==> src/hw/rtl/hsp_pkg.sv <==
// hsp_pkg: shared types and constants of the half-speed segment player.
// Used by hsp_ctrl, hsp_datapath, half_speed_segment_player, hsp_checker and tb; no dependencies.

package hsp_pkg;

  // Configuration register widths and reset values.
  localparam int SEG_LEN_W = 18;
  localparam int FADE_W    = 17;

  localparam logic [SEG_LEN_W-1:0] SEG_LEN_RESET = 18'd24000;
  localparam logic [FADE_W-1:0]    FADE_RESET    = 17'd0;

  // Configuration register indexes.
  localparam int CFG_INDEX_W = 1;
  localparam logic [CFG_INDEX_W-1:0] REG_SEGMENT_LENGTH = 1'b0;
  localparam logic [CFG_INDEX_W-1:0] REG_FADE_LENGTH    = 1'b1;

  // Q16 fade gain: 17 bits so that unity (65536) fits.
  localparam int GAIN_W  = 17;
  localparam int FRAC_W  = 16;
  localparam logic [GAIN_W-1:0] GAIN_ONE = 17'h10000;

  // Divider: one quotient bit per cycle, integer bit plus 16 fraction bits.
  localparam int DIV_CNT_W = 5;
  localparam logic [DIV_CNT_W-1:0] DIV_STEPS = 5'd17;
  localparam int REM_W = FADE_W + 1;

  typedef enum logic [2:0] {
    S_IDLE,
    S_PHASE,
    S_GAIN,
    S_AVG,
    S_DIV,
    S_MUL,
    S_ROUND,
    S_HOLD
  } hsp_state_t;

  // Controller -> datapath commands.
  typedef struct packed {
    logic capture;   // latch the input request
    logic phase;     // phase update, store write or pass-through
    logic gain;      // store read, fade gain selection, divider start
    logic avg;       // interpolation, previous-entry update
    logic mul;       // fade multiply
    logic round;     // truncate product into the result registers
    logic out_load;  // move result into the output register
  } hsp_cmd_t;

  // Datapath -> controller status.
  typedef struct packed {
    logic playing;
    logic div_done;
    logic out_free;
  } hsp_stat_t;

endpackage

==> src/hw/rtl/hsp_ctrl.sv <==
// hsp_ctrl: sequencing state machine of the half-speed segment player.
// Depends on hsp_pkg (state enum, command and status structs).

module hsp_ctrl (
  input  logic              clk,
  input  logic              rst_n,
  input  logic              in_valid,
  output logic              in_ready,
  input  hsp_pkg::hsp_stat_t stat,
  output hsp_pkg::hsp_cmd_t  cmd
);

  hsp_pkg::hsp_state_t state_r, state_nxt;

  always_ff @(posedge clk) begin
    if (!rst_n) begin
      state_r <= hsp_pkg::S_IDLE;
    end else begin
      state_r <= state_nxt;
    end
  end

  always_comb begin
    state_nxt = state_r;
    cmd       = '0;
    in_ready  = 1'b0;
    unique case (state_r)
      hsp_pkg::S_IDLE: begin
        in_ready = 1'b1;
        if (in_valid) begin
          cmd.capture = 1'b1;
          state_nxt   = hsp_pkg::S_PHASE;
        end
      end
      hsp_pkg::S_PHASE: begin
        cmd.phase = 1'b1;
        // pass-through requests skip the whole effect path
        state_nxt = stat.playing ? hsp_pkg::S_GAIN : hsp_pkg::S_HOLD;
      end
      hsp_pkg::S_GAIN: begin
        cmd.gain  = 1'b1;
        state_nxt = hsp_pkg::S_AVG;
      end
      hsp_pkg::S_AVG: begin
        cmd.avg   = 1'b1;
        state_nxt = hsp_pkg::S_DIV;
      end
      hsp_pkg::S_DIV: begin
        if (stat.div_done) begin
          state_nxt = hsp_pkg::S_MUL;
        end
      end
      hsp_pkg::S_MUL: begin
        cmd.mul   = 1'b1;
        state_nxt = hsp_pkg::S_ROUND;
      end
      hsp_pkg::S_ROUND: begin
        cmd.round = 1'b1;
        state_nxt = hsp_pkg::S_HOLD;
      end
      hsp_pkg::S_HOLD: begin
        if (stat.out_free) begin
          cmd.out_load = 1'b1;
          state_nxt    = hsp_pkg::S_IDLE;
        end
      end
      default: begin
        state_nxt = hsp_pkg::S_IDLE;
      end
    endcase
  end

endmodule

==> config.mk <==
export PLATFORM = sky130hd
export DESIGN_NAME = hsp_ctrl
export DESIGN_NICKNAME = d
export VERILOG_FILES = /design/src/hw/rtl/hsp_pkg.sv /design/src/hw/rtl/hsp_ctrl.sv
export SDC_FILE = /design/constraint.sdc
export NUM_CORES = 1
export LEC_CHECK = 0
export BUFFER_PORTS_ARGS = -buffer_cell sky130_fd_sc_hd__buf_4
export CORE_AREA = 2 2 39 41
export CTS_CLUSTER_SIZE = 14
export DETAILED_ROUTE_END_ITERATION = 7
export DIE_AREA = 0 0 41 43
export GPL_TIMING_DRIVEN = 1
export SLEW_MARGIN = 20
export SYNTH_ARGS = -nofsm -noshare
export SYNTH_HDL_FRONTEND = slang
export SYNTH_SLANG_ARGS = --single-unit
==> constraint.sdc <==
create_clock -name clk -period 1 [get_ports clk]
set_input_delay 0.2 -clock clk [delete_from_list [all_inputs] [get_ports clk]]
set_output_delay 0.2 -clock clk [all_outputs]
set_load 0.05 [all_outputs]
== Yosys cells after proc, flatten, opt, wreduce, memory -nomap -nowiden ==
Index checks and enable logic that the tools add are counted.
Storage, ports and cells
  register bits: 3
  bits in latches: 0
  RAM bits: 0
  memory bits (read-only): 0
  output and inout bits: 8
  logic and storage cells: 28
  memories kept: 0
Cells by class
  $add $sub $neg: 0
  $mul: 0
  divide/modulo/power cells: 0
  magnitude comparators: 0
  equal/unequal tests: 10
  shift operators: 0
  muxes and demuxes: 15
  bitwise gates (word level): 0
  reduce and logical (&&, ||, !) cells: 2
Operator list (number)
  $pmux 3 s8: 1
  $eq 3x3->1 const B: 4
  $mux 3: 4
  $mux 1: 10
  $eq 3x2->1 const B: 2
  $ne 2x2->1 const B: 3
  $eq 3x1->1 const B: 1
  $logic_not 3->1: 1
  $reduce_and 3->1: 1

== Longest topological paths before layout ==
Gate-level depths: netlist of the first run.
  word-level depth: 3
  mapped depth: 4
  mapped depth without buffers: 3

== Least setup slack after synthesis of the first run ==
Ideal clock, no wire load.
  path kind: reg2out
  from: register state_r[1]
  to: output port cmd[6] (netlist name)
  arrival: 1685 ps
  required time: 800 ps
  path slack: -885 ps
  stages on the path, launching flop included: 4
  path buffers: 1
  cells stage by stage: dfxtp_1 -> buf_2 -> nor3_2 -> and2_1
RTL lines
  start, declared: line hsp_ctrl.sv:13  | hsp_pkg::hsp_state_t state_r, state_nxt;
  start signal, assigned: line hsp_ctrl.sv:17  | state_r <= hsp_pkg::S_IDLE;
  start signal, assigned: line hsp_ctrl.sv:19  | state_r <= state_nxt;
  end, declared: line hsp_ctrl.sv:10  | output hsp_pkg::hsp_cmd_t cmd

==> results of run 1 <==
## path summary, 6_finish.rpt
kind         cells past startpoint  slack (ps)          to       start
max reg2reg                      2         -90  state_r[0]  state_r[2]
max                              3        -290      cmd[6]  state_r[0]
min reg2reg                      2         620  state_r[1]  state_r[1]
min                              2         220  state_r[0]       rst_n
## cell usage in the layout (no fill, tap or decap)
master,Yosys,layout
buf_4,1,9
buf_6,0,8
nor3b_2,0,3
clkbuf_4,0,3
buf_8,0,3
dfxtp_4,0,3
and3b_2,0,2
nand2b_1,2,2
nand2_1,2,1
nor2_2,0,1
nor3_4,0,1
and2_4,0,1
nand2_2,0,1
nor2_4,0,1
mux2_4,0,1
nand3b_1,1,1
o311ai_1,1,1
o311a_1,1,1
a21oi_2,0,1
o21ai_0,1,1
a31oi_1,1,1
clkbuf_1,0,1
## worst max-delay path, cell delays in order, from the launching register on
cell	delay, ps
dfxtp_4	360
nor3_4	190
and2_4	170
buf_8	130
## repair_timing
item	4_1_cts	5_1_grt
setup buffers	1	0
pin swaps	4	1
gates resized for setup	21	1
endpoints found under the hold margin	0	0
endpoints found under the setup margin	10	10
## cell type report
cell class | count | area [µm²] | share of cell area
Tap cell | 16 | 20.0 | 0.0397
Clock buffer | 4 | 26.3 | 0.0521
Sequential cell | 3 | 71.3 | 0.141
Multi-Input combinational cell | 20 | 184 | 0.365
Timing Repair Buffer | 20 | 203 | 0.402
## kinds of logic (layout without fill, tap and decap cells)
family                 count (synthesis)  count (layout)
muxes                                  1               1
and+or+nand+nor                       14              14
buffers and inverters                  3              24
AOI/OAI and AO/OA                      5               5
DFF                                    3               3
## power groups by stage
stage | combinational, µW | sequential [µW] | clock, µW
2_1_floorplan | 273 | 152 | 0
5_1_grt | 440 | 186 | 240
4_1_cts | 414 | 181 | 225
6_report | 416 | 181 | 213
3_5_place_dp | 336 | 176 | 0
3_3_place_gp | 336 | 176 | 0
## layer usage
metal / GRT usage / wire length, µm
met5: 0 / 0
met4: 0.0200 / 0
met3: 0.0785 / 77
met2: 0.125 / 304
met1: 0.0962 / 233
## per-stage QoR
stage,instances,util,power (µW)
global route,63,0.364,866
CTS,63,0.362,820
floorplan,26,-,425
global placement,58,0.287,512
detailed placement,58,0.287,512
finish,63,0.364,811
==> impl_metrics.py, run 1 <==
metrics = {
    "status": {
        "status": "finished, violations left",
        "violations": "setup timing",
    },
    "synth": {
        "synth_simple_gate_area_frac": 0.424,
        "synth.distinct_cells": 17,
        "syn_inst": 26,
        "ys_warn_count": 0,
        "synth_area_per_cell_um2": 8.28,
        "synth_top_family_by_area": "simple AND/OR/NAND/NOR gates",
        "syn_nets": 32,
        "yosysTopAreaCell": "dfxtp_1",
        "yosysSeqAreaShare": 0.279,
        "synth_common_cells": "3 x dfxtp_1, 3 x nor3b_1",
        "synth_area_um2": 215,
        "synth_seq_cells": 3,
        "async_reset_ff_frac": 0,
        "synth_top_area_share": 0.279,
        "synth-xor-area-share": 0,
        "synth-compound-area-share": 0.163,
        "synth-edff-count": 0,
        "dominantRegCellSynth": "dfxtp_1",
        "synthMuxAreaShare": 0.0523,
        "synth.area.top_cells": "dfxtp_1 28%, nor3b_1 10%, and3b_1 8.1%",
        "synthAdderAreaFrac": 0,
    },
    "clock_tree": {
        "clk_pin_slew_worst_paths_ps": 40,
        "cts_tree": "yes",
        "cts-htree-levels": 1,
        "clk_latency_ps": 230,
        "cts_root_buf": "clkbuf_4",
        "holdBufCountCts": 0,
        "cts.path.max_buffers": 2,
        "clock_sinks": 3,
        "tritoncts.num_buffers": 3,
    },
    "worst_setup_path": {
        "required_ps": 800,
        "cp-end-kind": "output port",
        "critPathArrivalTime_ps": 1090,
        "cp-start-kind": "register",
        "worst-setup-path-type": "register to output port",
        "crit_fanout": 7,
    },
    "floorplanning": {
        "die_area_um2": 1760,
        "boundaryPins": 14,
        "initial_core_util": 0.156,
        "core.rowCount": 14,
        "die_w_um": 41,
        "die_h_um": 43,
        "core_um2": 1380,
    },
    "sta": {
        "fmax_ghz": 0.776,
        "hold_slack_ps": 219,
        "setup_slack_ps": -289,
        "report.final.slew_viol_count": 0,
        "rsz0062_at_grt": "true",
        "worstMarginPinSlew_ps": 231,
        "relSlewSlack": 0.844,
        "fin_crit_sh": 1.29,
        "finalHoldViolCount": 0,
        "report.final.setup_viol": 9,
        "clock-skew-final_ps": 1.29,
        "min_period_ps": 1290,
        "tns_ps": -2190,
    },
    "final_layout": {
        "final_cell_area_um2": 504,
        "syn2layout_area_growth_pct": 134,
        "top_register": "state_r",
        "diodes": 0,
        "drive_gt1_frac": 0.809,
        "reg_top3": "state_r (3)",
        "largest_reg_flops": 3,
        "layout.nets": 54,
        "fillers": 144,
    },
    "power": {
        "power_leakage_uw": 0.000220,
        "pwr-share-clk": 0.263,
        "cellPowerDensity_nw_per_um2": 1610,
        "power.switching_uw": 312,
        "switching_share": 0.385,
        "p_int_uw": 499,
        "ir_drop_v": 0.000996,
        "p_comb_frac": 0.514,
        "seq_power_share": 0.224,
    },
    "grt": {
        "grt_overflow_total": 0,
        "grt.total_usage": 0.0883,
        "grt_max_degree": 8,
        "grt_pass1_vias": 257,
        "antenna_found_initial": 0,
        "grt_pass1_wl_um": 986,
    },
    "route": {
        "postRouteAntennaNets": 0,
        "firstDrtPassIters": 2,
        "wirelength_um": 616,
        "wl_per_cell_um": 9.78,
        "drtIter0Drc": 2,
        "via_per_inst": 4.27,
        "drc": 0,
        "dr_total_vias": 269,
    },
    "placement": {
        "hpwl_um": 440,
        "gp_congestion": 0.836,
        "portBuffers": 13,
        "placed_area_um2": 397,
        "dp_slack_ps": -129,
    },
    "hold_path": {
        "hp-class": "primary input to register",
    },
    "flow_run": {
        "cap_violations": 0,
    },
}
Power figures use the tool's default switching activity.
==> run 2: changes to the inputs <==
--- a/config.mk
+++ b/config.mk
@@ -7,10 +7,12 @@
 export LEC_CHECK = 0
 export BUFFER_PORTS_ARGS = -buffer_cell sky130_fd_sc_hd__buf_4
 export CORE_AREA = 2 2 39 41
+export CTS_BUF_LIST = sky130_fd_sc_hd__clkbuf_4 sky130_fd_sc_hd__clkbuf_8
 export CTS_CLUSTER_SIZE = 14
 export DETAILED_ROUTE_END_ITERATION = 7
 export DIE_AREA = 0 0 41 43
 export GPL_TIMING_DRIVEN = 1
+export SETUP_SLACK_MARGIN = 0.02
 export SLEW_MARGIN = 20
 export SYNTH_ARGS = -nofsm -noshare
 export SYNTH_HDL_FRONTEND = slang
==> constraint.sdc (replaced) <==
create_clock -name clk -period 1.1 [get_ports clk]
set_input_delay 0.22 -clock clk [delete_from_list [all_inputs] [get_ports clk]]
set_output_delay 0.22 -clock clk [all_outputs]
set_load 0.05 [all_outputs]
==> run 2 against run 1 <==
Net effect:
- the run still ends with setup timing left
- final cell count grew 3.2%
- non-clock buffer count is 2 higher
- utilization is 1.3 points higher
- via count grew 8.9%
- hold slack gained 19 ps
- cell area increased by 3.5%
- critical endpoint is now cmd[2]
- largest cell class unchanged
==> impl_metrics.py, run 2 (synthesis gave the netlist of run 1 again) <==
metrics = {
    "clock_tree": {
        "cts-htree-levels": 1,
        "clk_latency_ps": 230,
        "cts.path.max_buffers": 2,
        "cts_root_buf": "clkbuf_4",
        "holdBufCountCts": 0,
        "tritoncts.num_buffers": 3,
        "cts_tree": "yes",
        "clk_pin_slew_worst_paths_ps": 40,
        "clock_sinks": 3,
    },
    "floorplanning": {
        "core.rowCount": 14,
        "boundaryPins": 14,
        "core_um2": 1380,
        "die_h_um": 43,
        "die_area_um2": 1760,
        "initial_core_util": 0.156,
        "die_w_um": 41,
    },
    "sta": {
        "fmax_ghz": 0.762,
        "min_period_ps": 1310,
        "fin_crit_sh": 1.19,
        "relSlewSlack": 0.841,
        "worstMarginPinSlew_ps": 234,
        "finalHoldViolCount": 0,
        "report.final.slew_viol_count": 0,
        "rsz0062_at_grt": "true",
        "clock-skew-final_ps": 0.611,
        "report.final.setup_viol": 9,
        "setup_slack_ps": -213,
    },
    "final_layout": {
        "largest_reg_flops": 3,
        "top_register": "state_r",
        "syn2layout_area_growth_pct": 142,
        "layout.nets": 56,
        "drive_gt1_frac": 0.776,
        "final_cell_area_um2": 522,
        "final_cell_mix": "10 x buf_4, 10 x buf_6, 4 x clkbuf_4",
        "fin_util": 0.377,
        "reg_top3": "state_r (3)",
        "diodes": 0,
    },
    "worst_setup_path": {
        "cp_num_buf_inv": 2,
        "crit_fanout": 6,
        "worst-setup-path-type": "register to output port",
        "crit_chain": "buf_6 > and3b_2 > buf_6",
        "critPathArrivalTime_ps": 1090,
        "cp-end-kind": "output port",
        "cp-start-kind": "register",
        "required_ps": 880,
        "critical_path.max_stage_delay_ps": 390,
        "crit_family": "flip-flops",
        "crit_path_top_delay_cell": "dfxtp_4",
        "cpMostUsedCell": "buf_6",
    },
    "power": {
        "power.switching_uw": 294,
        "cellPowerDensity_nw_per_um2": 1510,
        "seq_power_share": 0.214,
        "switching_share": 0.374,
        "power_leakage_uw": 0.000235,
        "ir_drop_v": 0.000532,
        "pwr-share-clk": 0.276,
        "p_comb_frac": 0.510,
        "p_int_uw": 492,
    },
    "route": {
        "dr_total_vias": 293,
        "via_per_inst": 4.51,
        "drtIter0Drc": 7,
        "firstDrtPassIters": 4,
        "postRouteAntennaNets": 0,
        "wl_per_cell_um": 11.9,
        "drc": 0,
        "wirelength_um": 771,
    },
    "grt": {
        "grt_overflow_total": 0,
        "antenna_found_initial": 0,
        "grt_pass1_vias": 289,
        "grt_pass1_wl_um": 1150,
        "grt.total_usage": 0.100,
        "grt_max_degree": 8,
    },
    "flow_run": {
        "cap_violations": 0,
    },
    "hold_path": {
        "hp-class": "primary input to register",
    },
    "status": {
        "status": "finished, violations left",
        "violations": "setup timing",
    },
    "placement": {
        "hpwl_um": 485,
        "portBuffers": 13,
        "placed_area_um2": 398,
        "gp_congestion": 0.724,
    },
}
[run 2: worst paths after layout]
check	endpoint	depth (start not counted)	slack, ps	startpoint
worst max register to register	state_r[0]	3	-140	state_r[2]
worst max-delay path	cmd[2]	3	-210	state_r[2]
worst min-delay path	state_r[0]	2	240	rst_n
worst min register to register	state_r[1]	2	660	state_r[0]
[run 2: layout make-up]
type                            instances  area, µm²
Timing Repair Buffer                   22        218
Multi-Input combinational cell         20        183
Tap cell                               16       20.0
Fill cell                             157        862
Sequential cell                         3       71.3
Clock buffer                            4       30.0
[run 2: routing by layer]
metal | up-vias | wire length (µm) | global-route usage
met2 | 12 | 433 | 0.153
met3 | 0 | 53 | 0.0471
met5 | - | 0 | 0
li1 | 140 | - | -
met4 | 0 | 0 | 0.0733
met1 | 141 | 284 | 0.0994
[run 2: power by group through the flow]
| stage | clock network [µW] | logic (µW) | registers (µW) |
|---|---|---|---|
| after floorplan | 0 | 236 | 135 |
| after global placement | 0 | 309 | 161 |
| after detailed placement | 0 | 312 | 163 |
| after CTS | 228 | 391 | 165 |
| after global routing | 243 | 424 | 172 |
| final | 216 | 401 | 168 |
[run 2: stage by stage]
stage	hold WS, ps	TNS [ps]	std cells	setup WS, ps	power [µW]
2_1_floorplan	351	-1380	26	-400	371
3_3_place_gp	478	-221	59	-81.7	470
3_5_place_dp	483	-258	59	-70.9	475
4_1_cts	228	-1640	65	-217	785
5_1_grt	224	-2030	65	-269	839
6_report	238	-1570	65	-213	786
[run 2: repair_timing]
item	CTS	global route
gates resized for setup	24	1
cloned	0	0
pin swaps	5	1
buffers inserted	2	0
endpoints found under the setup margin	10	9
